<file path="config.mk">
export PLATFORM = sky130hd
export DESIGN_NAME = indexed_free_list_allocator_core
export DESIGN_NICKNAME = d
export VERILOG_FILES = /design/src/rtl/ifla_pkg.sv /design/src/rtl/ifla_ram.sv /design/src/rtl/ifla_ctrl.sv /design/src/rtl/ifla_dp.sv /design/src/rtl/indexed_free_list_allocator_core.sv
export SDC_FILE = /design/constraint.sdc
export NUM_CORES = 1
export LEC_CHECK = 0
export ABC_AREA = 1
export BUFFER_PORTS_ARGS = -buffer_cell sky130_fd_sc_hd__buf_2
export CORE_UTILIZATION = 51
export CTS_BUF_LIST = sky130_fd_sc_hd__clkbuf_4 sky130_fd_sc_hd__clkbuf_8
export CTS_CLUSTER_DIAMETER = 200
export DETAILED_ROUTE_END_ITERATION = 6
export HOLD_SLACK_MARGIN = 0.08
export PLACE_DENSITY = 0.67
export RECOVER_POWER = 50
export SYNTH_ARGS = -nofsm -noshare
export SYNTH_HDL_FRONTEND = slang
export SYNTH_HIERARCHICAL = 1
export SYNTH_SLANG_ARGS = --single-unit
</file>
<file path="constraint.sdc">
create_clock -name i_clk -period 4.9 [get_ports i_clk]
set_clock_uncertainty 0.2 [all_clocks]
set_input_delay 0.49 -clock i_clk [delete_from_list [all_inputs] [get_ports i_clk]]
set_output_delay 0.49 -clock i_clk [all_outputs]
set_load 0.1 [all_outputs]
</file>
<file path="src/rtl/ifla_pkg.sv">
// Shared types, codes and defaults for the indexed free-list allocator.
package ifla_pkg;

    localparam int DEF_POOL_ENTRIES    = 64;
    localparam int DEF_MAX_ENTRY_BYTES = 256;

    localparam int ACTION_W = 2;
    localparam int INDEX_W  = 6;
    localparam int TAG_W    = 32;
    localparam int SIZE_W   = 12;
    localparam int STATUS_W = 2;
    localparam int COUNT_W  = 7;

    typedef enum logic [ACTION_W-1:0] {
        ACT_ALLOC = 2'd0,
        ACT_FREE  = 2'd1,
        ACT_INIT  = 2'd2,
        ACT_NONE  = 2'd3
    } t_action;

    typedef enum logic [STATUS_W-1:0] {
        ST_OK         = 2'd0,
        ST_EMPTY      = 2'd1,
        ST_TOO_LARGE  = 2'd2,
        ST_NOT_IN_USE = 2'd3
    } t_status;

    // Source of the link store read address.
    typedef enum logic [1:0] {
        RD_LINK      = 2'd0,
        RD_FREE_HEAD = 2'd1,
        RD_USED_HEAD = 2'd2
    } t_rd_sel;

    typedef struct packed {
        logic    capture;
        t_rd_sel rd_sel;
        logic    alloc_commit;
        logic    walk_step;
        logic    unlink;
        logic    relink;
        logic    fill_step;
        logic    fill_done;
        logic    reply;
        t_status reply_status;
        logic    reply_grant;
    } t_dp_cmd;

    typedef struct packed {
        logic size_over;
        logic pool_empty;
        logic target_bad;
        logic walk_end;
        logic walk_hit;
        logic fill_last;
    } t_dp_stat;

endpackage

</file>
<file path="src/rtl/ifla_ram.sv">
// Generic single-write, single-read RAM with registered read data.
module ifla_ram #(
    parameter int WIDTH = 8,
    parameter int DEPTH = 64
) (
    input  logic                     i_clk,
    input  logic                     i_wr_en,
    input  logic [$clog2(DEPTH)-1:0] i_wr_addr,
    input  logic [WIDTH-1:0]         i_wr_data,
    input  logic [$clog2(DEPTH)-1:0] i_rd_addr,
    output logic [WIDTH-1:0]         o_rd_data
);

    logic [WIDTH-1:0] r_mem [DEPTH];
    logic [WIDTH-1:0] r_rd_data;

    always_ff @(posedge i_clk) begin
        if (i_wr_en) begin
            r_mem[i_wr_addr] <= i_wr_data;
        end
        r_rd_data <= r_mem[i_rd_addr];
    end

    assign o_rd_data = r_rd_data;

endmodule

</file>
<file path="src/rtl/ifla_ctrl.sv">
// Sequencing state machine of the allocator: decodes requests, drives datapath commands.
module ifla_ctrl (
    input  logic                              i_clk,
    input  logic                              i_rst_n,
    input  logic                              start,
    input  logic [ifla_pkg::ACTION_W-1:0]     i_action,
    input  ifla_pkg::t_dp_stat                i_stat,
    output ifla_pkg::t_dp_cmd                 o_cmd,
    output logic                              busy
);

    typedef enum logic [4:0] {
        S_IDLE   = 5'b00001,
        S_ALLOC  = 5'b00010,
        S_WALK   = 5'b00100,
        S_RELINK = 5'b01000,
        S_INIT   = 5'b10000
    } t_state;

    t_state r_state;
    t_state n_state;
    logic   r_init_reply;
    logic   n_init_reply;
    ifla_pkg::t_dp_cmd cmd;

    always_comb begin
        n_state      = r_state;
        n_init_reply = r_init_reply;
        cmd          = '0;
        cmd.rd_sel   = ifla_pkg::RD_LINK;
        case (r_state)
            S_IDLE: begin
                if (start) begin
                    case (ifla_pkg::t_action'(i_action))
                        ifla_pkg::ACT_ALLOC: begin
                            if (i_stat.size_over) begin
                                cmd.reply        = 1'b1;
                                cmd.reply_status = ifla_pkg::ST_TOO_LARGE;
                            end else if (i_stat.pool_empty) begin
                                cmd.reply        = 1'b1;
                                cmd.reply_status = ifla_pkg::ST_EMPTY;
                            end else begin
                                cmd.capture = 1'b1;
                                cmd.rd_sel  = ifla_pkg::RD_FREE_HEAD;
                                n_state     = S_ALLOC;
                            end
                        end
                        ifla_pkg::ACT_FREE: begin
                            if (i_stat.target_bad) begin
                                cmd.reply        = 1'b1;
                                cmd.reply_status = ifla_pkg::ST_NOT_IN_USE;
                            end else begin
                                cmd.capture = 1'b1;
                                cmd.rd_sel  = ifla_pkg::RD_USED_HEAD;
                                n_state     = S_WALK;
                            end
                        end
                        ifla_pkg::ACT_INIT: begin
                            n_init_reply = 1'b1;
                            n_state      = S_INIT;
                        end
                        default: begin
                            cmd.reply        = 1'b1;
                            cmd.reply_status = ifla_pkg::ST_OK;
                        end
                    endcase
                end
            end
            S_ALLOC: begin
                cmd.alloc_commit = 1'b1;
                cmd.reply        = 1'b1;
                cmd.reply_status = ifla_pkg::ST_OK;
                cmd.reply_grant  = 1'b1;
                n_state          = S_IDLE;
            end
            S_WALK: begin
                if (i_stat.walk_hit) begin
                    cmd.unlink = 1'b1;
                    n_state    = S_RELINK;
                end else if (i_stat.walk_end) begin
                    cmd.reply        = 1'b1;
                    cmd.reply_status = ifla_pkg::ST_NOT_IN_USE;
                    n_state          = S_IDLE;
                end else begin
                    cmd.walk_step = 1'b1;
                end
            end
            S_RELINK: begin
                cmd.relink       = 1'b1;
                cmd.reply        = 1'b1;
                cmd.reply_status = ifla_pkg::ST_OK;
                n_state          = S_IDLE;
            end
            S_INIT: begin
                cmd.fill_step = 1'b1;
                if (i_stat.fill_last) begin
                    cmd.fill_done    = 1'b1;
                    cmd.reply        = r_init_reply;
                    cmd.reply_status = ifla_pkg::ST_OK;
                    n_init_reply     = 1'b0;
                    n_state          = S_IDLE;
                end
            end
            default: begin
                n_state = S_IDLE;
            end
        endcase
    end

    always_ff @(posedge i_clk) begin
        if (!i_rst_n) begin
            r_state      <= S_INIT;
            r_init_reply <= 1'b0;
        end else begin
            r_state      <= n_state;
            r_init_reply <= n_init_reply;
        end
    end

    assign o_cmd = cmd;
    assign busy  = (r_state != S_IDLE);

endmodule

</file>
<file path="src/rtl/ifla_dp.sv">
// Allocator datapath: list heads, count, walk registers, link and entry stores, result word.
module ifla_dp #(
    parameter int POOL_ENTRIES    = ifla_pkg::DEF_POOL_ENTRIES,
    parameter int MAX_ENTRY_BYTES = ifla_pkg::DEF_MAX_ENTRY_BYTES
) (
    input  logic                              i_clk,
    input  logic                              i_rst_n,
    input  logic [ifla_pkg::INDEX_W-1:0]      i_entry_index,
    input  logic [ifla_pkg::TAG_W-1:0]        i_owner_tag,
    input  logic [ifla_pkg::SIZE_W-1:0]       i_data_size,
    input  ifla_pkg::t_dp_cmd                 i_cmd,
    output ifla_pkg::t_dp_stat                o_stat,
    output logic                              o_done,
    output logic [ifla_pkg::STATUS_W-1:0]     o_status,
    output logic [ifla_pkg::INDEX_W-1:0]      o_granted_index,
    output logic [ifla_pkg::COUNT_W-1:0]      o_in_use_count
);

    localparam int LW = $clog2(POOL_ENTRIES + 1);
    localparam int AW = $clog2(POOL_ENTRIES);
    localparam int EW = ifla_pkg::TAG_W + ifla_pkg::SIZE_W;
    localparam logic [LW-1:0] NULL_LINK = LW'(POOL_ENTRIES);
    localparam logic [AW-1:0] LAST_ADDR = AW'(POOL_ENTRIES - 1);

    // Clamp a link above the null value to null.
    function automatic logic [LW-1:0] sane(input logic [LW-1:0] link);
        return (link > NULL_LINK) ? NULL_LINK : link;
    endfunction

    // Map a link onto a RAM address; null maps to entry zero.
    function automatic logic [AW-1:0] to_addr(input logic [LW-1:0] link);
        return (link >= NULL_LINK) ? '0 : link[AW-1:0];
    endfunction

    logic [LW-1:0] r_free_head, n_free_head;
    logic [LW-1:0] r_used_head, n_used_head;
    logic [LW-1:0] r_count,     n_count;
    logic [LW-1:0] r_cur,       n_cur;
    logic [LW-1:0] r_prev,      n_prev;
    logic [LW-1:0] r_steps,     n_steps;
    logic [AW-1:0] r_fill,      n_fill;
    logic [LW-1:0] r_target;
    logic [ifla_pkg::TAG_W-1:0]  r_tag;
    logic [ifla_pkg::SIZE_W-1:0] r_size;

    logic                            r_done;
    ifla_pkg::t_status               r_status;
    logic [ifla_pkg::INDEX_W-1:0]    r_granted;
    logic [ifla_pkg::COUNT_W-1:0]    r_count_out;

    logic [LW-1:0] link_rd;
    logic [LW-1:0] link_next;
    logic [LW-1:0] free_sane;
    logic [LW-1:0] used_sane;
    logic [AW-1:0] rd_addr;
    logic          wr_en;
    logic [AW-1:0] wr_addr;
    logic [LW-1:0] wr_data;

    assign link_next = sane(link_rd);
    assign free_sane = sane(r_free_head);
    assign used_sane = sane(r_used_head);

    always_comb begin
        case (i_cmd.rd_sel)
            ifla_pkg::RD_FREE_HEAD: rd_addr = to_addr(free_sane);
            ifla_pkg::RD_USED_HEAD: rd_addr = to_addr(used_sane);
            default:                rd_addr = to_addr(link_next);
        endcase
    end

    // One write port serves every link update; no two fall in one cycle.
    always_comb begin
        wr_en   = 1'b0;
        wr_addr = '0;
        wr_data = '0;
        if (i_cmd.alloc_commit) begin
            wr_en   = 1'b1;
            wr_addr = to_addr(free_sane);
            wr_data = r_used_head;
        end else if (i_cmd.unlink && (r_prev != NULL_LINK)) begin
            wr_en   = 1'b1;
            wr_addr = to_addr(r_prev);
            wr_data = link_next;
        end else if (i_cmd.relink) begin
            wr_en   = 1'b1;
            wr_addr = to_addr(r_cur);
            wr_data = free_sane;
        end else if (i_cmd.fill_step) begin
            wr_en   = 1'b1;
            wr_addr = r_fill;
            wr_data = LW'(r_fill) + LW'(1);
        end
    end

    always_comb begin
        n_free_head = r_free_head;
        n_used_head = r_used_head;
        n_count     = r_count;
        n_cur       = r_cur;
        n_prev      = r_prev;
        n_steps     = r_steps;
        n_fill      = r_fill;
        if (i_cmd.capture) begin
            n_cur   = used_sane;
            n_prev  = NULL_LINK;
            n_steps = '0;
        end
        if (i_cmd.walk_step) begin
            n_prev  = r_cur;
            n_cur   = link_next;
            n_steps = r_steps + LW'(1);
        end
        if (i_cmd.alloc_commit) begin
            n_free_head = link_next;
            n_used_head = free_sane;
            n_count     = r_count + LW'(1);
        end
        if (i_cmd.unlink && (r_prev == NULL_LINK)) begin
            n_used_head = link_next;
        end
        if (i_cmd.relink) begin
            n_free_head = r_cur;
            if (r_count != '0) begin
                n_count = r_count - LW'(1);
            end
        end
        if (i_cmd.fill_step) begin
            n_fill = (r_fill == LAST_ADDR) ? '0 : r_fill + AW'(1);
        end
        if (i_cmd.fill_done) begin
            n_free_head = '0;
            n_used_head = NULL_LINK;
            n_count     = '0;
        end
    end

    always_ff @(posedge i_clk) begin
        if (!i_rst_n) begin
            r_free_head <= '0;
            r_used_head <= NULL_LINK;
            r_count     <= '0;
            r_cur       <= NULL_LINK;
            r_prev      <= NULL_LINK;
            r_steps     <= '0;
            r_fill      <= '0;
            r_done      <= 1'b0;
        end else begin
            r_free_head <= n_free_head;
            r_used_head <= n_used_head;
            r_count     <= n_count;
            r_cur       <= n_cur;
            r_prev      <= n_prev;
            r_steps     <= n_steps;
            r_fill      <= n_fill;
            r_done      <= i_cmd.reply;
        end
    end

    always_ff @(posedge i_clk) begin
        if (i_cmd.capture) begin
            r_target <= LW'({{(32 - ifla_pkg::INDEX_W){1'b0}}, i_entry_index});
            r_tag    <= i_owner_tag;
            r_size   <= i_data_size;
        end
        if (i_cmd.reply) begin
            r_status    <= i_cmd.reply_status;
            r_granted   <= i_cmd.reply_grant ? ifla_pkg::INDEX_W'(free_sane) : '0;
            r_count_out <= ifla_pkg::COUNT_W'(n_count);
        end
    end

    ifla_ram #(
        .WIDTH (LW),
        .DEPTH (POOL_ENTRIES)
    ) u_link_ram (
        .i_clk     (i_clk),
        .i_wr_en   (wr_en),
        .i_wr_addr (wr_addr),
        .i_wr_data (wr_data),
        .i_rd_addr (rd_addr),
        .o_rd_data (link_rd)
    );

    // Tag and size per entry; kept for the owner, never fed back into the lists.
    ifla_ram #(
        .WIDTH (EW),
        .DEPTH (POOL_ENTRIES)
    ) u_entry_ram (
        .i_clk     (i_clk),
        .i_wr_en   (i_cmd.alloc_commit),
        .i_wr_addr (to_addr(free_sane)),
        .i_wr_data ({r_tag, r_size}),
        .i_rd_addr ('0),
        .o_rd_data ()
    );

    assign o_stat.size_over  = (i_data_size > ifla_pkg::SIZE_W'(MAX_ENTRY_BYTES));
    assign o_stat.pool_empty = (free_sane == NULL_LINK);
    assign o_stat.target_bad = ({{(32 - ifla_pkg::INDEX_W){1'b0}}, i_entry_index}
                                >= 32'(POOL_ENTRIES));
    assign o_stat.walk_end   = (r_steps >= NULL_LINK) || (r_cur >= NULL_LINK);
    assign o_stat.walk_hit   = (r_cur == r_target);
    assign o_stat.fill_last  = (r_fill == LAST_ADDR);

    assign o_done          = r_done;
    assign o_status        = r_status;
    assign o_granted_index = r_granted;
    assign o_in_use_count  = r_count_out;

endmodule

</file>
<file path="src/rtl/indexed_free_list_allocator_core.sv">
// Reject or no-op replies from idle, allocate passes through S_ALLOC, free walks the
// in-use list (S_RELINK on a hit), initialize runs the fill pass; one item at a time.
// Free time is set by the in-use list walk: one link store read per cycle.
// Initialize and reset rebuild the link store with one RAM write per entry;
// busy stays high during that pass after reset.
// Reset is synchronous, active low; o_done pulses one cycle, the receiver cannot stall.
module indexed_free_list_allocator_core #(
    parameter int POOL_ENTRIES    = ifla_pkg::DEF_POOL_ENTRIES,
    parameter int MAX_ENTRY_BYTES = ifla_pkg::DEF_MAX_ENTRY_BYTES
) (
    input  logic                              i_clk,
    input  logic                              i_rst_n,
    input  logic                              start,
    output logic                              busy,
    input  logic [ifla_pkg::ACTION_W-1:0]     i_action,
    input  logic [ifla_pkg::INDEX_W-1:0]      i_entry_index,
    input  logic [ifla_pkg::TAG_W-1:0]        i_owner_tag,
    input  logic [ifla_pkg::SIZE_W-1:0]       i_data_size,
    output logic                              o_done,
    output logic [ifla_pkg::STATUS_W-1:0]     o_status,
    output logic [ifla_pkg::INDEX_W-1:0]      o_granted_index,
    output logic [ifla_pkg::COUNT_W-1:0]      o_in_use_count
);

    // Command word from the controller, status word back from the datapath.
    ifla_pkg::t_dp_cmd  dp_cmd;
    ifla_pkg::t_dp_stat dp_stat;

    // Controller: decode the word on accept, step the walk, drive the fill pass.
    ifla_ctrl u_ctrl (
        .i_clk    (i_clk),
        .i_rst_n  (i_rst_n),
        .start    (start),
        .i_action (i_action),
        .i_stat   (dp_stat),
        .o_cmd    (dp_cmd),
        .busy     (busy)
    );

    // Datapath: hold both list heads, the count, and the shared next-link store.
    ifla_dp #(
        .POOL_ENTRIES    (POOL_ENTRIES),
        .MAX_ENTRY_BYTES (MAX_ENTRY_BYTES)
    ) u_dp (
        .i_clk           (i_clk),
        .i_rst_n         (i_rst_n),
        .i_entry_index   (i_entry_index),
        .i_owner_tag     (i_owner_tag),
        .i_data_size     (i_data_size),
        .i_cmd           (dp_cmd),
        .o_stat          (dp_stat),
        .o_done          (o_done),
        .o_status        (o_status),
        .o_granted_index (o_granted_index),
        .o_in_use_count  (o_in_use_count)
    );

`ifndef ASSERT_OFF
    // A result word only appears once the controller has gone back to idle.
    a_done_idle: assert property (@(posedge i_clk) disable iff (!i_rst_n)
        o_done |-> !busy)
        else $error("result word while busy");

    // Only a successful allocate hands out an index.
    a_grant_ok: assert property (@(posedge i_clk) disable iff (!i_rst_n)
        (o_done && (o_status != ifla_pkg::ST_OK)) |-> (o_granted_index == '0))
        else $error("granted index on a failed request");

    // An unused action code answers in the next cycle.
    a_noop_reply: assert property (@(posedge i_clk) disable iff (!i_rst_n)
        (start && !busy && (i_action == ifla_pkg::ACT_NONE)) |=> o_done)
        else $error("no reply to unused action code");

    // The walk never unlinks and steps in the same cycle.
    a_walk_excl: assert property (@(posedge i_clk) disable iff (!i_rst_n)
        !(dp_cmd.unlink && dp_cmd.walk_step))
        else $error("walk step and unlink together");
`endif

endmodule
</file>
; ---- Yosys cells after proc, flatten, opt, wreduce, memory -nomap -nowiden
; Memories as Yosys holds them, arrays and structs flattened. A register that Yosys moved wholly into a read port is not among the register bits.
; Cells that the tools add are included.
[totals]
output_inout_bits = 17
mem_bits_rw = 448
regBits = 76
inputBits = 55
n_memories = 1
word_cells = 137
[memory_table]
columns = name, words, width, read_ports, rd_clocked_by_memory_dff, wr, line
row1 = u_dp.u_link_ram.r_mem, 64, 7, 1, 1, 1, ifla_ram.sv:14  ; logic [WIDTH-1:0] r_mem [DEPTH];
[classes]
n_bitwise = 1
addsub = 5
order_cmp = 10
eq_ne = 22
mux = 70
reduce_logical = 14
[ops]
columns = operator, count
row1 = 7-bit 2-to-1 mux, 21
row2 = 6-bit 2-to-1 mux, 10
row3 = 7-bit greater-or-equal comparator (second input constant), 6
row4 = 5-bit 2-to-1 mux, 6
row5 = 5-bit case mux with 3 select lines, 2
row6 = 3-bit 2-to-1 mux, 9
row7 = 7-bit > comparator (second input constant), 3
row8 = 7-bit by 1-bit adder with 7-bit output (second input constant), 2
row9 = 7-bit equality test (second input constant), 2
row10 = 1-bit 2-to-1 mux, 14
row11 = 12-bit by 9-bit > comparator with 1-bit output (second input constant), 1
row12 = 3-bit case mux with 2 select lines, 2
row13 = 3-bit case mux with 4 select lines, 1
row14 = 6-bit case mux with 2 select lines, 1
row15 = 3-bit inequality test (second input constant), 3
row16 = 2-bit nonzero test, 4
row17 = 6-bit by 1-bit adder with 7-bit output (second input constant), 1
row18 = 7-bit by 6-bit equality test with 1-bit output, 1
row19 = 7-bit inequality test (second input constant), 1
row20 = 7-bit nonzero test, 1
row21 = 7-bit by 1-bit subtractor with 7-bit output (second input constant), 1
row22 = 6-bit by 1-bit adder with 6-bit output (second input constant), 1
row23 = 6-bit equality test (second input constant), 1
row24 = 2-bit inequality test (second input constant), 3
row25 = other kinds (19), 25

; ---- Longest topological paths before layout
[depth]
ltp_word = 10
mapped_depth = 24
mapped_depth_nobuf = 21

; ---- Modules after synthesis
; Netlist, hierarchy kept.
[by_module_without_submodules]
columns = mod, cells_each, seq_area_each_um2, area_each_um2, n_inst
row1 = ifla_ram, 1590, 13593.0, 18545.3, 1
row2 = ifla_dp, 570, 1611.5, 4066.4, 1
row3 = ifla_ctrl, 96, 120.1, 608.1, 1

; ---- Worst setup path after synthesis
; OpenSTA, ideal clock, no wires.
[synth_timing]
path_type = flip-flop to flip-flop
start = reg u_dp.r_cur[6]
end = mem u_dp/u_link_ram/r_mem[0][2] in the netlist's numbering, data pin
arrival_time_ps = 3687
slack_ps = 425
required_time_ps = 4112
path_stages_with_launch = 12
path_buffers = 2
period_less_slack_ps = 4475
setup_time_ps = 588
cell_sequence = dfxtp_1 > clkbuf_1 > a21oi_1 > o2111ai_1 > nor3_1 > inv_1 > nor2_1 > buf_2 > inv_1 > nor2_2 > nand2_1 > a31oi_1
[synth_lines]
columns = item, line
row1 = from (decl), ifla_dp.sv:38  ; logic [LW-1:0] r_cur, n_cur;
row2 = from (signal assigned), ifla_dp.sv:152  ; r_cur <= n_cur;
row3 = to (decl), ifla_ram.sv:14

==> metrics.txt <==
logic depth of the worst register-to-register path 13; setup_tns 0 ns; # H-tree levels 3; element type at the critical path start flip-flop; class of the most critical setup path reg -> reg; minimum setup slack after placement 0.464 ns; ratio of cells with drive above 1 in the final layout 0.127; drt first-iter violations ~1600; Pleak roughly 10 nW; count of state elements after synthesis 531; number of fill cells 3743; number of pins exceeding their max-slew limit in the final report 20; maximum number of pins on one net before global-route repair 113; Hold/Removal Path Class in -> reg; Post-Synth Simple-Gate Area 0.257; Adder-Cell Fraction of Synth Area 0.00647; warnings from Yosys 6; std cell rows 77; first-pass GRT wire length 90200 um; area share of the leading cell type in the synthesized netlist 0.607; combinational family with the most area after synthesis simple AND/OR/NAND/NOR gates; share of the synthesized netlist area taken by xor and xnor gates 0.00226; clock buffers created by TritonCTS slightly below 90; CTS tree done; footprint of the multi-input gates between 0.006 and 0.007 sq mm; average wire per cell in the routed design 19.2 um; ratio of total power to cell area about 500 mW/mm^2; Crit. End Element flip-flop; number of synthesized flops with an enable pin ~470; sink count of the clock tree 531; number of nets in the synthesized netlist 2323; Clk Tree Root Cell sky130_fd_sc_hd__clkbuf_8; area taken by flip-flops and latches 0.0153 sq mm; Top FF cell, synth sky130_fd_sc_hd__edfxtp_1; mean post-synth cell area between 10 and 15 sq um; critical path fanouts, max 20; Die Area roughly 0.046 sq mm; total via count in the routed design 16800; setup slack, reg-to-reg 0.42 ns; startpoint of the most critical register-to-register path u_dp/r_cur[2]; total congestion overflow after global routing 0; post-synthesis instance total between 2000 and 2500; post-placement cell area 0.0246 sq mm; Longest Clk Path Bufs 3; final WL around 60000 um; WP data arrival between 4 and 5 ns; required time of the critical path 5.19 ns; transition time at the pin with the least slew margin 2.01 ns; detailed placement HPWL 35400 um; total of buffers placed on input and output ports 39; first-pass iteration count of the detailed router 5; Final nets about 2500; outcome finished, violations left; setup ws final roughly 0.42 ns; Period Utilization, post-route 0.915; chip width roughly 220 um; maximum clock frequency between 200 and 250 MHz; number of nets with antenna violations after routing 0; height of the die about 220 um; number of antenna violations at the first check in global routing 1; post-layout min period 4.48 ns; final standard cell area without fillers 0.0262 sq mm; startpoint of the lowest-slack hold path i_action[1]; top area cells in the synthesized netlist sky130_fd_sc_hd__edfxtp_1 61%, sky130_fd_sc_hd__nand2_1 12%, sky130_fd_sc_hd__nand3_1 9.6%; share of the synthesized area in compound gates (AO/OA/AOI/OAI) 0.0279; Final Hold Vio Count 0; Netlist Area Pre-Place about 0.023 sq mm; clock transition at the registers of the reported paths about 0.060 ns; number of remaining DRC errors 0; share of flip-flops with an asynchronous set or reset after synthesis 0; number of global-route vias before repair approximately 16000; Area growth, synth to finish 12.7%; global-route usage over all layers 0.253; Hold Path Cell Cnt 4; number of violations of the max-capacitance limit 1; RSZ-0062 raised after global routing no; routability congestion estimate from global placement about 0.93; Core Footprint ~0.045 sq mm; number of library cell types mapped by synthesis 45; proportion of synthesized chip area in sequential cells 0.660; failing checks max-capacitance violations, max-slew violations; diode count 0; end of the worst register-to-register path u_dp/u_link_ram/r_mem[63][5]; clock network latency to the later pin of the worst-skew pair around 0.70 ns; Via density between 5 and 6; beginning of the critical path u_dp/r_cur[2]; io pins 72; multiplexer share of the synthesized area 0.000485; final setup violation count 0; hold worst-path end u_ctrl/r_init_reply; maximum vdd ir drop 0.371 mV; worst slew slack as a fraction of its limit -0.341; starting density of the core 0.521; cell taking the most area after synthesis sky130_fd_sc_hd__edfxtp_1
-- how the worst max path moves through the flow --
| stage | to |
|---|---|
| 3_5_place_dp | u_dp/u_link_ram/o_rd_data[3] |
| 4_1_cts | u_dp/u_link_ram/r_mem[47][4] |
| 5_1_grt | u_dp/u_link_ram/r_mem[62][5] |
| 6_report | u_dp/u_link_ram/r_mem[63][5] |
| 3_3_place_gp | u_dp/u_link_ram/o_rd_data[1] |
| 2_1_floorplan | u_dp/u_link_ram/r_mem[0][2] |
-- Yosys cell counts (2+ instances only) --
| cell type | instances |
|---|---|
| sky130_fd_sc_hd__a211oi_1 | 2 |
| sky130_fd_sc_hd__a211oi_2 | 2 |
| sky130_fd_sc_hd__a21boi_0 | 3 |
| sky130_fd_sc_hd__a21boi_1 | 2 |
| sky130_fd_sc_hd__a21oi_1 | 45 |
| sky130_fd_sc_hd__a31oi_1 | 9 |
| sky130_fd_sc_hd__buf_1 | 12 |
| sky130_fd_sc_hd__buf_2 | 57 |
| sky130_fd_sc_hd__buf_4 | 25 |
| sky130_fd_sc_hd__buf_6 | 6 |
| sky130_fd_sc_hd__clkbuf_1 | 21 |
| sky130_fd_sc_hd__dfxtp_1 | 62 |
| sky130_fd_sc_hd__edfxtp_1 | 469 |
| sky130_fd_sc_hd__ha_1 | 12 |
| sky130_fd_sc_hd__inv_1 | 94 |
| sky130_fd_sc_hd__inv_2 | 11 |
| sky130_fd_sc_hd__nand2_1 | 730 |
| sky130_fd_sc_hd__nand2_2 | 3 |
| sky130_fd_sc_hd__nand2_4 | 2 |
| sky130_fd_sc_hd__nand3_1 | 445 |
| sky130_fd_sc_hd__nand3_2 | 6 |
| sky130_fd_sc_hd__nand4_1 | 18 |
| sky130_fd_sc_hd__nor2_1 | 117 |
| sky130_fd_sc_hd__nor2_2 | 14 |
| sky130_fd_sc_hd__nor2_4 | 4 |
| sky130_fd_sc_hd__nor3_1 | 8 |
| sky130_fd_sc_hd__nor3_2 | 4 |
| sky130_fd_sc_hd__nor4_1 | 10 |
| sky130_fd_sc_hd__o2111ai_1 | 3 |
| sky130_fd_sc_hd__o211ai_1 | 3 |
| sky130_fd_sc_hd__o21ai_0 | 17 |
| sky130_fd_sc_hd__o21ai_1 | 5 |
| sky130_fd_sc_hd__o22ai_1 | 15 |
| sky130_fd_sc_hd__or2_2 | 5 |
| sky130_fd_sc_hd__xor2_1 | 5 |
-- final cells by class --
class / count / area share
clock inverter: 26 / 0.00507
timing repair buffer: 159 / 0.0464
inverter: 106 / 0.0154
sequential: 531 / 0.586
tap: 592 / 0.0283
clock buffer: 129 / 0.0588
multi-input combinational: 1498 / 0.260
-- power by group --
part	total (mW)	leakage (nW)	switching, mW	internal (mW)
clock	3.72	0.884	1.72	2.01
combinational	4.17	4.26	3.02	1.15
sequential	5.14	4.82	0.0511	5.09
-- cell families (layout without fill, tap and decap cells) --
group / count (synthesis) / in the layout
muxes: 1 / 1
adders and majority gates: 12 / 12
other: 1 / 1
AOI/OAI and AO/OA: 110 / 110
xor gates and xnor gates: 6 / 6
DFF: 531 / 531
and+or+nand+nor: 1368 / 1368
buffers and inverters: 227 / 420
-- per-stage QoR --
stage	cells	hold WS, ns	power [mW]	utilization
floorplan	2256	0.243	8.07	-
global placement	2879	0.253	9.30	0.551
detailed placement	2879	0.270	9.36	0.551
CTS	3041	0.0909	13.1	0.590
global route	3041	0.186	13.7	0.587
finish	3041	0.142	13.0	0.587
-- registers in the layout, indices dropped and copies added (netlist names), 5 cells and up --
register                   cells
u_ctrl/r_state                 5
u_dp/o_granted_index           6
u_dp/o_in_use_count            7
u_dp/r_count                   7
u_dp/r_cur                     7
u_dp/r_fill                    6
u_dp/r_free_head               7
u_dp/r_prev                    7
u_dp/r_steps                   7
u_dp/r_target                  6
u_dp/r_used_head               7
u_dp/u_link_ram/o_rd_data      7
u_dp/u_link_ram/r_mem        448
-- placed cells by master, fill, tap and decap left out, drive strengths merged, types with 9 or more instances in the layout --
cell,count
ha,12
nand2,735
nor2,135
inv,107
nor4,10
nor3,12
clkbuf,151
buf,130
nand4,19
o21ai,22
dfxtp,62
clkinv,23
a31oi,9
edfxtp,469
o22ai,15
nand3,452
a21oi,46
-- critical path, stage by stage (launching register included) --
cell and delay, ns:
sky130_fd_sc_hd__dfxtp_1 0.38, sky130_fd_sc_hd__inv_1 0.10, sky130_fd_sc_hd__a21oi_1 0.13, sky130_fd_sc_hd__o2111ai_1 0.12, sky130_fd_sc_hd__nor3_1 0.20, sky130_fd_sc_hd__clkbuf_1 0.33
sky130_fd_sc_hd__inv_1 0.10, sky130_fd_sc_hd__nor2_1 0.32, sky130_fd_sc_hd__buf_4 0.23, sky130_fd_sc_hd__nand3_1 0.11, sky130_fd_sc_hd__nand2_1 0.08, sky130_fd_sc_hd__inv_1 0.04
sky130_fd_sc_hd__a21oi_1 1.51, sky130_fd_sc_hd__buf_4 0.44
-- layer usage --
metal	wire, um	global-route usage	vias up	part of all wire
li1	-	-	8043	-
met1	24700	0.345	7986	0.42
met2	27800	0.405	648	0.48
met3	4110	0.0445	115	0.071
met4	1650	0.0995	0	0.028
met5	0	0	-	0
-- repair_timing --
item                                   in CTS  in global routing
setup buffers                               0                  0
endpoints found under the hold margin      17                  0
gates resized for setup                     0                  0
hold buffers                                7                  0
Power figures use the tool's default switching activity.
